## src/rtl/core/dvst_pkg.sv

```systemverilog
`timescale 1ns / 1ps
`default_nettype none
// ----------------------------------------------------------------------------
// dvst_pkg
// Shared constants and codes for the distinct value set table.
// ----------------------------------------------------------------------------
package dvst_pkg;

  localparam int CAPACITY = 16;
  localparam int IDX_W    = (CAPACITY > 1) ? $clog2(CAPACITY) : 1;

  typedef enum logic [1:0] {
    KIND_INSERT  = 2'd0,
    KIND_REMOVE  = 2'd1,
    KIND_REPLACE = 2'd2,
    KIND_LOOKUP  = 2'd3
  } kind_t;

  typedef enum logic [2:0] {
    ST_OK          = 3'd0,
    ST_PRESENT     = 3'd1,
    ST_NOT_FOUND   = 3'd2,
    ST_FULL        = 3'd3,
    ST_NEW_PRESENT = 3'd4
  } status_t;

endpackage
`default_nettype wire

```

## src/rtl/core/distinct_value_set_table_top.sv

```systemverilog
`timescale 1ns / 1ps
`default_nettype none
// ----------------------------------------------------------------------------
// distinct_value_set_table_top
// Table of up to CAPACITY distinct signed 32-bit values with insert, remove,
// replace and lookup requests, one result (success, status) per request.
//
// Channels: in_* carries a request (kind, value, new_value) under
// in_valid/in_ready; out_* carries the result (success, status) under
// out_valid/out_ready. A transaction happens when valid and ready are high.
// Values live in a synchronous RAM with a registered read port;
// valid marks are flip-flops.
// A request is scanned one slot per cycle through the RAM read port; the
// write-back state (S_EXEC) then updates the table and registers the result.
// A new request is taken only while no request is being processed; a result
// waiting in the output register does not block acceptance. If the receiver
// stalls, the write-back cycle waits until the output register is free.
// Reset (rst_n low, synchronous) clears all valid marks, empties the output
// register and returns to idle; RAM contents are not cleared.
// ----------------------------------------------------------------------------
module distinct_value_set_table_top (
  input  wire logic               clk,
  input  wire logic               rst_n,
  input  wire logic               in_valid,
  output logic                    in_ready,
  input  wire logic [1:0]         in_kind,
  input  wire logic signed [31:0] in_value,
  input  wire logic signed [31:0] in_new_value,
  output logic                    out_valid,
  input  wire logic               out_ready,
  output logic                    out_success,
  output logic [2:0]              out_status
);

  localparam int IW = dvst_pkg::IDX_W;
  localparam logic [IW-1:0] LAST_IDX = IW'(dvst_pkg::CAPACITY - 1);

  typedef enum logic [1:0] {
    S_IDLE,
    S_SCAN,
    S_EXEC
  } state_t;

  state_t              state_r;
  logic [31:0]         mem [dvst_pkg::CAPACITY];
  logic [dvst_pkg::CAPACITY-1:0] valid_r;

  dvst_pkg::kind_t     kind_r;
  logic [31:0]         value_r;
  logic [31:0]         new_value_r;

  logic [IW-1:0]       issue_idx_r;
  logic                issue_done_r;
  logic                rd_pend_r;
  logic [IW-1:0]       rd_idx_r;
  logic [31:0]         rd_data_r;

  logic                hit_found_r;
  logic [IW-1:0]       hit_idx_r;
  logic                nv_found_r;
  logic                free_found_r;
  logic [IW-1:0]       free_idx_r;

  logic                out_valid_r;
  logic                out_success_r;
  dvst_pkg::status_t   out_status_r;

  logic                in_accept;
  logic                rd_en;
  logic                slot_vld;
  logic                hit_now;
  logic                nv_now;
  logic                free_now;
  logic                out_free;
  logic                exec_go;

  logic                wr_en;
  logic [IW-1:0]       wr_idx;
  logic [31:0]         wr_data;
  logic                vset_en;
  logic                vclr_en;
  logic                res_success;
  dvst_pkg::status_t   res_status;

  assign in_ready    = (state_r == S_IDLE);
  assign in_accept   = in_valid && in_ready;
  assign out_valid   = out_valid_r;
  assign out_success = out_success_r;
  assign out_status  = out_status_r;

  assign rd_en    = (state_r == S_SCAN) && !issue_done_r;
  assign slot_vld = valid_r[rd_idx_r];
  assign hit_now  = rd_pend_r && slot_vld && (rd_data_r == value_r);
  assign nv_now   = rd_pend_r && slot_vld && (rd_data_r == new_value_r);
  assign free_now = rd_pend_r && !slot_vld;
  assign out_free = !out_valid_r || out_ready;
  assign exec_go  = (state_r == S_EXEC) && out_free;

  // decision after the full scan
  always_comb begin
    wr_en       = 1'b0;
    wr_idx      = hit_idx_r;
    wr_data     = new_value_r;
    vset_en     = 1'b0;
    vclr_en     = 1'b0;
    res_success = 1'b0;
    res_status  = dvst_pkg::ST_NOT_FOUND;
    unique case (kind_r)
      dvst_pkg::KIND_INSERT: begin
        if (hit_found_r) begin
          res_status = dvst_pkg::ST_PRESENT;
        end else if (!free_found_r) begin
          res_status = dvst_pkg::ST_FULL;
        end else begin
          wr_en       = exec_go;
          wr_idx      = free_idx_r;
          wr_data     = value_r;
          vset_en     = exec_go;
          res_success = 1'b1;
          res_status  = dvst_pkg::ST_OK;
        end
      end
      dvst_pkg::KIND_REMOVE: begin
        if (hit_found_r) begin
          vclr_en     = exec_go;
          res_success = 1'b1;
          res_status  = dvst_pkg::ST_OK;
        end
      end
      dvst_pkg::KIND_REPLACE: begin
        if (hit_found_r) begin
          if (nv_found_r) begin
            res_status = dvst_pkg::ST_NEW_PRESENT;
          end else begin
            wr_en       = exec_go;
            res_success = 1'b1;
            res_status  = dvst_pkg::ST_OK;
          end
        end
      end
      dvst_pkg::KIND_LOOKUP: begin
        if (hit_found_r) begin
          res_success = 1'b1;
          res_status  = dvst_pkg::ST_OK;
        end
      end
      default: begin
        res_status = dvst_pkg::ST_NOT_FOUND;
      end
    endcase
  end

  // value RAM
  always_ff @(posedge clk) begin
    if (wr_en) begin
      mem[wr_idx] <= wr_data;
    end
    if (rd_en) begin
      rd_data_r <= mem[issue_idx_r];
    end
  end

  // payload registers
  always_ff @(posedge clk) begin
    if (in_accept) begin
      kind_r      <= dvst_pkg::kind_t'(in_kind);
      value_r     <= in_value;
      new_value_r <= in_new_value;
    end
    if (rd_en) begin
      rd_idx_r <= issue_idx_r;
    end
    if (hit_now && !hit_found_r) begin
      hit_idx_r <= rd_idx_r;
    end
    if (free_now && !free_found_r) begin
      free_idx_r <= rd_idx_r;
    end
    if (exec_go) begin
      out_success_r <= res_success;
      out_status_r  <= res_status;
    end
  end

  // control
  always_ff @(posedge clk) begin
    if (!rst_n) begin
      state_r      <= S_IDLE;
      valid_r      <= '0;
      issue_idx_r  <= '0;
      issue_done_r <= 1'b0;
      rd_pend_r    <= 1'b0;
      hit_found_r  <= 1'b0;
      nv_found_r   <= 1'b0;
      free_found_r <= 1'b0;
      out_valid_r  <= 1'b0;
    end else begin
      rd_pend_r <= rd_en;
      if (out_valid_r && out_ready && !exec_go) begin
        out_valid_r <= 1'b0;
      end
      unique case (state_r)
        S_IDLE: begin
          if (in_accept) begin
            state_r      <= S_SCAN;
            issue_idx_r  <= '0;
            issue_done_r <= 1'b0;
            hit_found_r  <= 1'b0;
            nv_found_r   <= 1'b0;
            free_found_r <= 1'b0;
          end
        end
        S_SCAN: begin
          if (rd_en) begin
            if (issue_idx_r == LAST_IDX) begin
              issue_done_r <= 1'b1;
            end else begin
              issue_idx_r <= issue_idx_r + 1'b1;
            end
          end
          if (hit_now) begin
            hit_found_r <= 1'b1;
          end
          if (nv_now) begin
            nv_found_r <= 1'b1;
          end
          if (free_now) begin
            free_found_r <= 1'b1;
          end
          if (rd_pend_r && (rd_idx_r == LAST_IDX)) begin
            state_r <= S_EXEC;
          end
        end
        S_EXEC: begin
          if (exec_go) begin
            out_valid_r <= 1'b1;
            state_r     <= S_IDLE;
            if (vset_en) begin
              valid_r[wr_idx] <= 1'b1;
            end
            if (vclr_en) begin
              valid_r[hit_idx_r] <= 1'b0;
            end
          end
        end
        default: begin
          state_r <= S_IDLE;
        end
      endcase
    end
  end

  // checks
  a_idle_no_read: assert property (@(posedge clk) disable iff (!rst_n)
    in_ready |-> !rd_en)
    else $error("RAM read issued while idle");

  a_success_ok: assert property (@(posedge clk) disable iff (!rst_n)
    (out_valid_r && out_success_r) |-> (out_status_r == dvst_pkg::ST_OK))
    else $error("success reported with non-ok status");

  a_write_in_exec: assert property (@(posedge clk) disable iff (!rst_n)
    wr_en |-> (state_r == S_EXEC) && out_free)
    else $error("RAM write outside write-back");

  a_valid_step: assert property (@(posedge clk) disable iff (!rst_n)
    1'b1 |=> ($countones(valid_r) <= $past($countones(valid_r)) + 1))
    else $error("more than one slot allocated per request");

  a_result_after_exec: assert property (@(posedge clk) disable iff (!rst_n)
    $rose(out_valid_r) |-> $past(state_r == S_EXEC))
    else $error("result presented without write-back cycle");

endmodule
`default_nettype wire

```

## config.mk

```make
export PLATFORM = sky130hd
export DESIGN_NAME = distinct_value_set_table_top
export DESIGN_NICKNAME = d
export VERILOG_FILES = /design/src/rtl/core/dvst_pkg.sv /design/src/rtl/core/distinct_value_set_table_top.sv
export SDC_FILE = /design/constraint.sdc
export NUM_CORES = 1
export LEC_CHECK = 0
export BUFFER_PORTS_ARGS = -buffer_cell sky130_fd_sc_hd__buf_4
export CAP_MARGIN = 20
export CORE_UTILIZATION = 35
export CTS_BUF_LIST = sky130_fd_sc_hd__clkbuf_8
export DETAILED_ROUTE_END_ITERATION = 6
export SLEW_MARGIN = 20
export SYNTH_ARGS = -nofsm -noshare
export SYNTH_HDL_FRONTEND = slang
export SYNTH_SLANG_ARGS = --single-unit
```

## constraint.sdc

```tcl
create_clock -name clk -period 7.48 [get_ports clk]
set_input_delay 1.122 -clock clk [delete_from_list [all_inputs] [get_ports clk]]
set_output_delay 1.122 -clock clk [all_outputs]
set_load 0.03 [all_outputs]
```

==> summary.md <==
| Metric | Value |
|---|---|
| Final non-filler cell total | 2,401 |
| Peak VDD IR | 0.000145 V |
| Synth Flop Type | edfxtp_1 |
| Setup TNS | 0 ns |
| DRC marker count from the first detailed-route iteration | 1,184 |
| WL final | 59.1 mm |
| Tcrit/Tclk final | 47.4% |
| Vias in the first global route | 13,000 |
| Rows | 98 |
| Hold Crit Start | nv_found_r$_SDFFE_PN0P_ |
| DRC | 0 |
| Top-count cell post-synth | edfxtp_1 |
| Avg Inst Size Synth | 20.9 um^2 |
| Crit Path Category | reg -> reg |
| Max Slew Vio Count | 0 |
| # setup viols final | 0 |
| Worst Reg2Reg Path Length in Cells | 7 |
| Largest net degree at the start of global routing | 71 |
| Placed insts | 2,212 |
| WL/cell | 24.6 um |
| Static Leak | 9.04 nW |
| Pint | 5.56 mW |
| Clk Latency, worst-skew pair | 0.74 ns |
| Worst Path Arrival | 3.94 ns |
| Yosys top cell area share | 74.0% |
| Final hold violations | 0 |
| Largest stage delay on the critical path | 0.69 ns |
| Cts bufs inserted | 103 |
| Initial antenna violation count | 1 |
| Clk network pwr share | 38.6% |
| End of the worst hold path | nv_found_r$_SDFFE_PN0P_ |
| HPWL Detailed | 32.9 mm |
| Hold Crit Depth | 2 |
| Design area | 29,100 um^2 |
| Fin crit period | 3.55 ns |
| Worst r2r dst | mem[5][18]$_DFFE_PP_ |
| Synth area leader | edfxtp_1 |
| Syn_nets | 1,284 |
| Initial Util | 35.5% |
| Hold buffers post-CTS | 0 |
| Core area | 71,600 um^2 |
| IO Pins | 76 |
| Die Wd | 271 um |
| Router iterations before antenna repair | 5 |
| Worst Path Required | 7.87 ns |
| Root buf cell | clkbuf_8 |
| Gr usage total | 16.3% |
| Max cap viols | 0 |
| ANT nets after route | 0 |
| Fin nets | 1,438 |
| Clock Path Buffers | 3 |
| CTS tree | built |
| Critical path launch point type | flop |
| Post-CTS sizing | 0 |
| First-pass GRT wire length | 87.1 mm |
| Fmax | 282 MHz |
| Placed instance area | 27,200 um^2 |
| Critical path peak fanout | 46 |
| Area of the mapped netlist | 25,400 um^2 |
| Mapped Cells | 1,213 |
| PortBufs | 75 |
| Seq cells post-synth | 654 |
| Worst-Margin Slew | 1.12 ns |
| Setup crit end kind | flop |
| Reg2reg setup slack | 3.93 ns |
| Crit-path cells | nor4b_4, buf_4, nand3b_1, o21ai_1, nand2_1, nor2_4, buf_4 |
| Worst R2R Start | kind_r[1]$_DFFE_PP_ |
| Proportion of synthesized chip area in sequential cells | 76.2% |
| Post-synth ARST share | 0% |
| Synth cell count leaders | 626 x edfxtp_1, 162 x mux4_2, 112 x nand2_1 |
| Fillcell total | 6,357 |
| GRT overflow | 0 |
| Post-layout utilization of the core | 40.6% |
| H-Tree Depth | 3 |
| Hold WC Path Type | reg -> reg |
| Unrepaired setup endpoints after global routing | false |
| YS warnings | 0 |
| Status | complete, no violations |
| Relative max-transition margin | 25.6% |
| Post-CTS Setup Inserts | 0 |
| Worst clock skew | 0.0448 ns |
| Num Clock Sinks | 654 |
| Comb pwr share | 3.9% |
| Vias per cell | 5.19 |
| PD cells | 247 nW/um^2 |
| Share of post-route cells with drive strength above 1 | 28.7% |
| Net Sw Power | 1.61 mW |
| Top post-synthesis cells by area | edfxtp_1 74%, mux4_2 14%, dfxtp_1 2.2% |
| EDFF count, synth | 626 |
| Sequential power share | 57.5% |
| Critical path's slowest cell | nor2_4 |
| Area delta synth->final | 14.5% |
| Sw Ratio | 22.5% |
| Worst-path clk slew | 0.06 ns |
| Synth unique cells | 47 |
| Final GP Congestion | 0.825 |
| Most used cell, CP | buf_4 |
| Die H | 271 um |
| Die Area | 73,600 um^2 |
| Vias | 12,500 |
==> critical path, delay by kind of cell (launching register included) <==
kind | cells | cell delay (ns)
AND/OR/NAND/NOR | 4 | 1.46
buffers and inverters | 2 | 0.99
AO/OA/AOI/OAI | 1 | 0.24
flip-flops | 1 | 0.51
==> sequential cells by signal, summed over array words and instances, names as in the netlist, 2 cells and up <==
name and flops:
hit_idx_r 4, value_r 32, out_status 3, mem 512
kind_r 2, valid_r 16, new_value_r 32, rd_idx_r 4
rd_data_r 32, issue_idx_r 4, state_r 2, free_idx_r 4
==> metal layers <==
metal | global-route usage (%) | part of all wire (%) | vias up
met5 | 0 | 0 | -
met4 | 4.23 | 1.6 | 0
met3 | 3.23 | 5.9 | 81
met2 | 25.7 | 48 | 431
met1 | 23.0 | 45 | 6665
li1 | - | - | 5291
==> stage by stage <==
step	hold slack (ns)	power, mW	setup WS, ns
floorplan	0.406	4.36	0.202
global placement	0.464	4.47	3.88
detailed placement	0.473	4.48	3.83
CTS	0.481	7.25	3.92
global route	0.497	7.42	3.72
finish	0.487	7.17	3.93
==> worst max-delay path by stage <==
stage | cells past startpoint | slack (ns) | start | end
3_5_place_dp | 6 | 3.83 | out_ready | mem[5][5]$_DFFE_PP_
2_1_floorplan | 5 | 0.20 | in_valid | issue_idx_r[3]$_SDFFE_PN0P_
3_3_place_gp | 6 | 3.88 | out_ready | mem[7][17]$_DFFE_PP_
6_report | 7 | 3.93 | kind_r[1]$_DFFE_PP_ | mem[5][18]$_DFFE_PP_
5_1_grt | 7 | 3.72 | kind_r[1]$_DFFE_PP_ | mem[5][24]$_DFFE_PP_
4_1_cts | 7 | 3.92 | kind_r[1]$_DFFE_PP_ | mem[5][18]$_DFFE_PP_
==> layout by cell type (no fill, tap or decap), drive strengths merged, types with 2 or more instances in the layout <==
cell / instances
edfxtp: 626
mux4: 164
nand2: 113
clkbuf: 103
buf: 100
xnor2: 64
inv: 46
clkinv: 38
nor2: 37
dfxtp: 28
nand4: 19
o21ai: 13
a21oi: 12
nor2b: 11
o221a: 8
nand3: 7
nand2b: 7
nor4: 6
nor3b: 6
and3: 4
nand3b: 4
mux2i: 3
or3: 3
nor3: 3
a31oi: 2
o22ai: 2
and2: 2
xor2: 2
a21boi: 2
clkinvlp: 2
bufinv: 2
==> cells by family (layout without fill, tap and decap cells) <==
logic type / after synthesis / count (layout) / synth area share, %
AOI/OAI and AO/OA: 45 / 45 / 1.25
and+or+nand+nor: 225 / 225 / 4.24
other: 0 / 1 / 0
buffers and inverters: 54 / 291 / 1.20
muxes: 168 / 168 / 14.7
DFF: 654 / 654 / 76.2
adders and majority gates: 1 / 1 / 0.0493
xor gates and xnor gates: 66 / 66 / 2.28
==> layout make-up <==
class,count,area [um^2],share of cell area [%]
multi-input cells,505,5860,20.2
flip-flops and latches,654,19400,66.7
repair buffers,100,754,2.60
diodes,1,2.50,0.00861
well taps,950,1190,4.09
clock buffers,103,1420,4.88
clock inverters,85,458,1.58
inverters,3,11.3,0.0387
==> power by group through the flow <==
| stage | Sequential, mW | Clock [mW] | Combinational, mW |
|---|---|---|---|
| floorplan | 4.17 | 0 | 0.189 |
| global placement | 4.20 | 0 | 0.275 |
| detailed placement | 4.20 | 0 | 0.282 |
| CTS | 4.12 | 2.85 | 0.282 |
| global route | 4.12 | 3.00 | 0.298 |
| finish | 4.12 | 2.77 | 0.277 |
No activity file was read; power rests on OpenSTA's default activity.
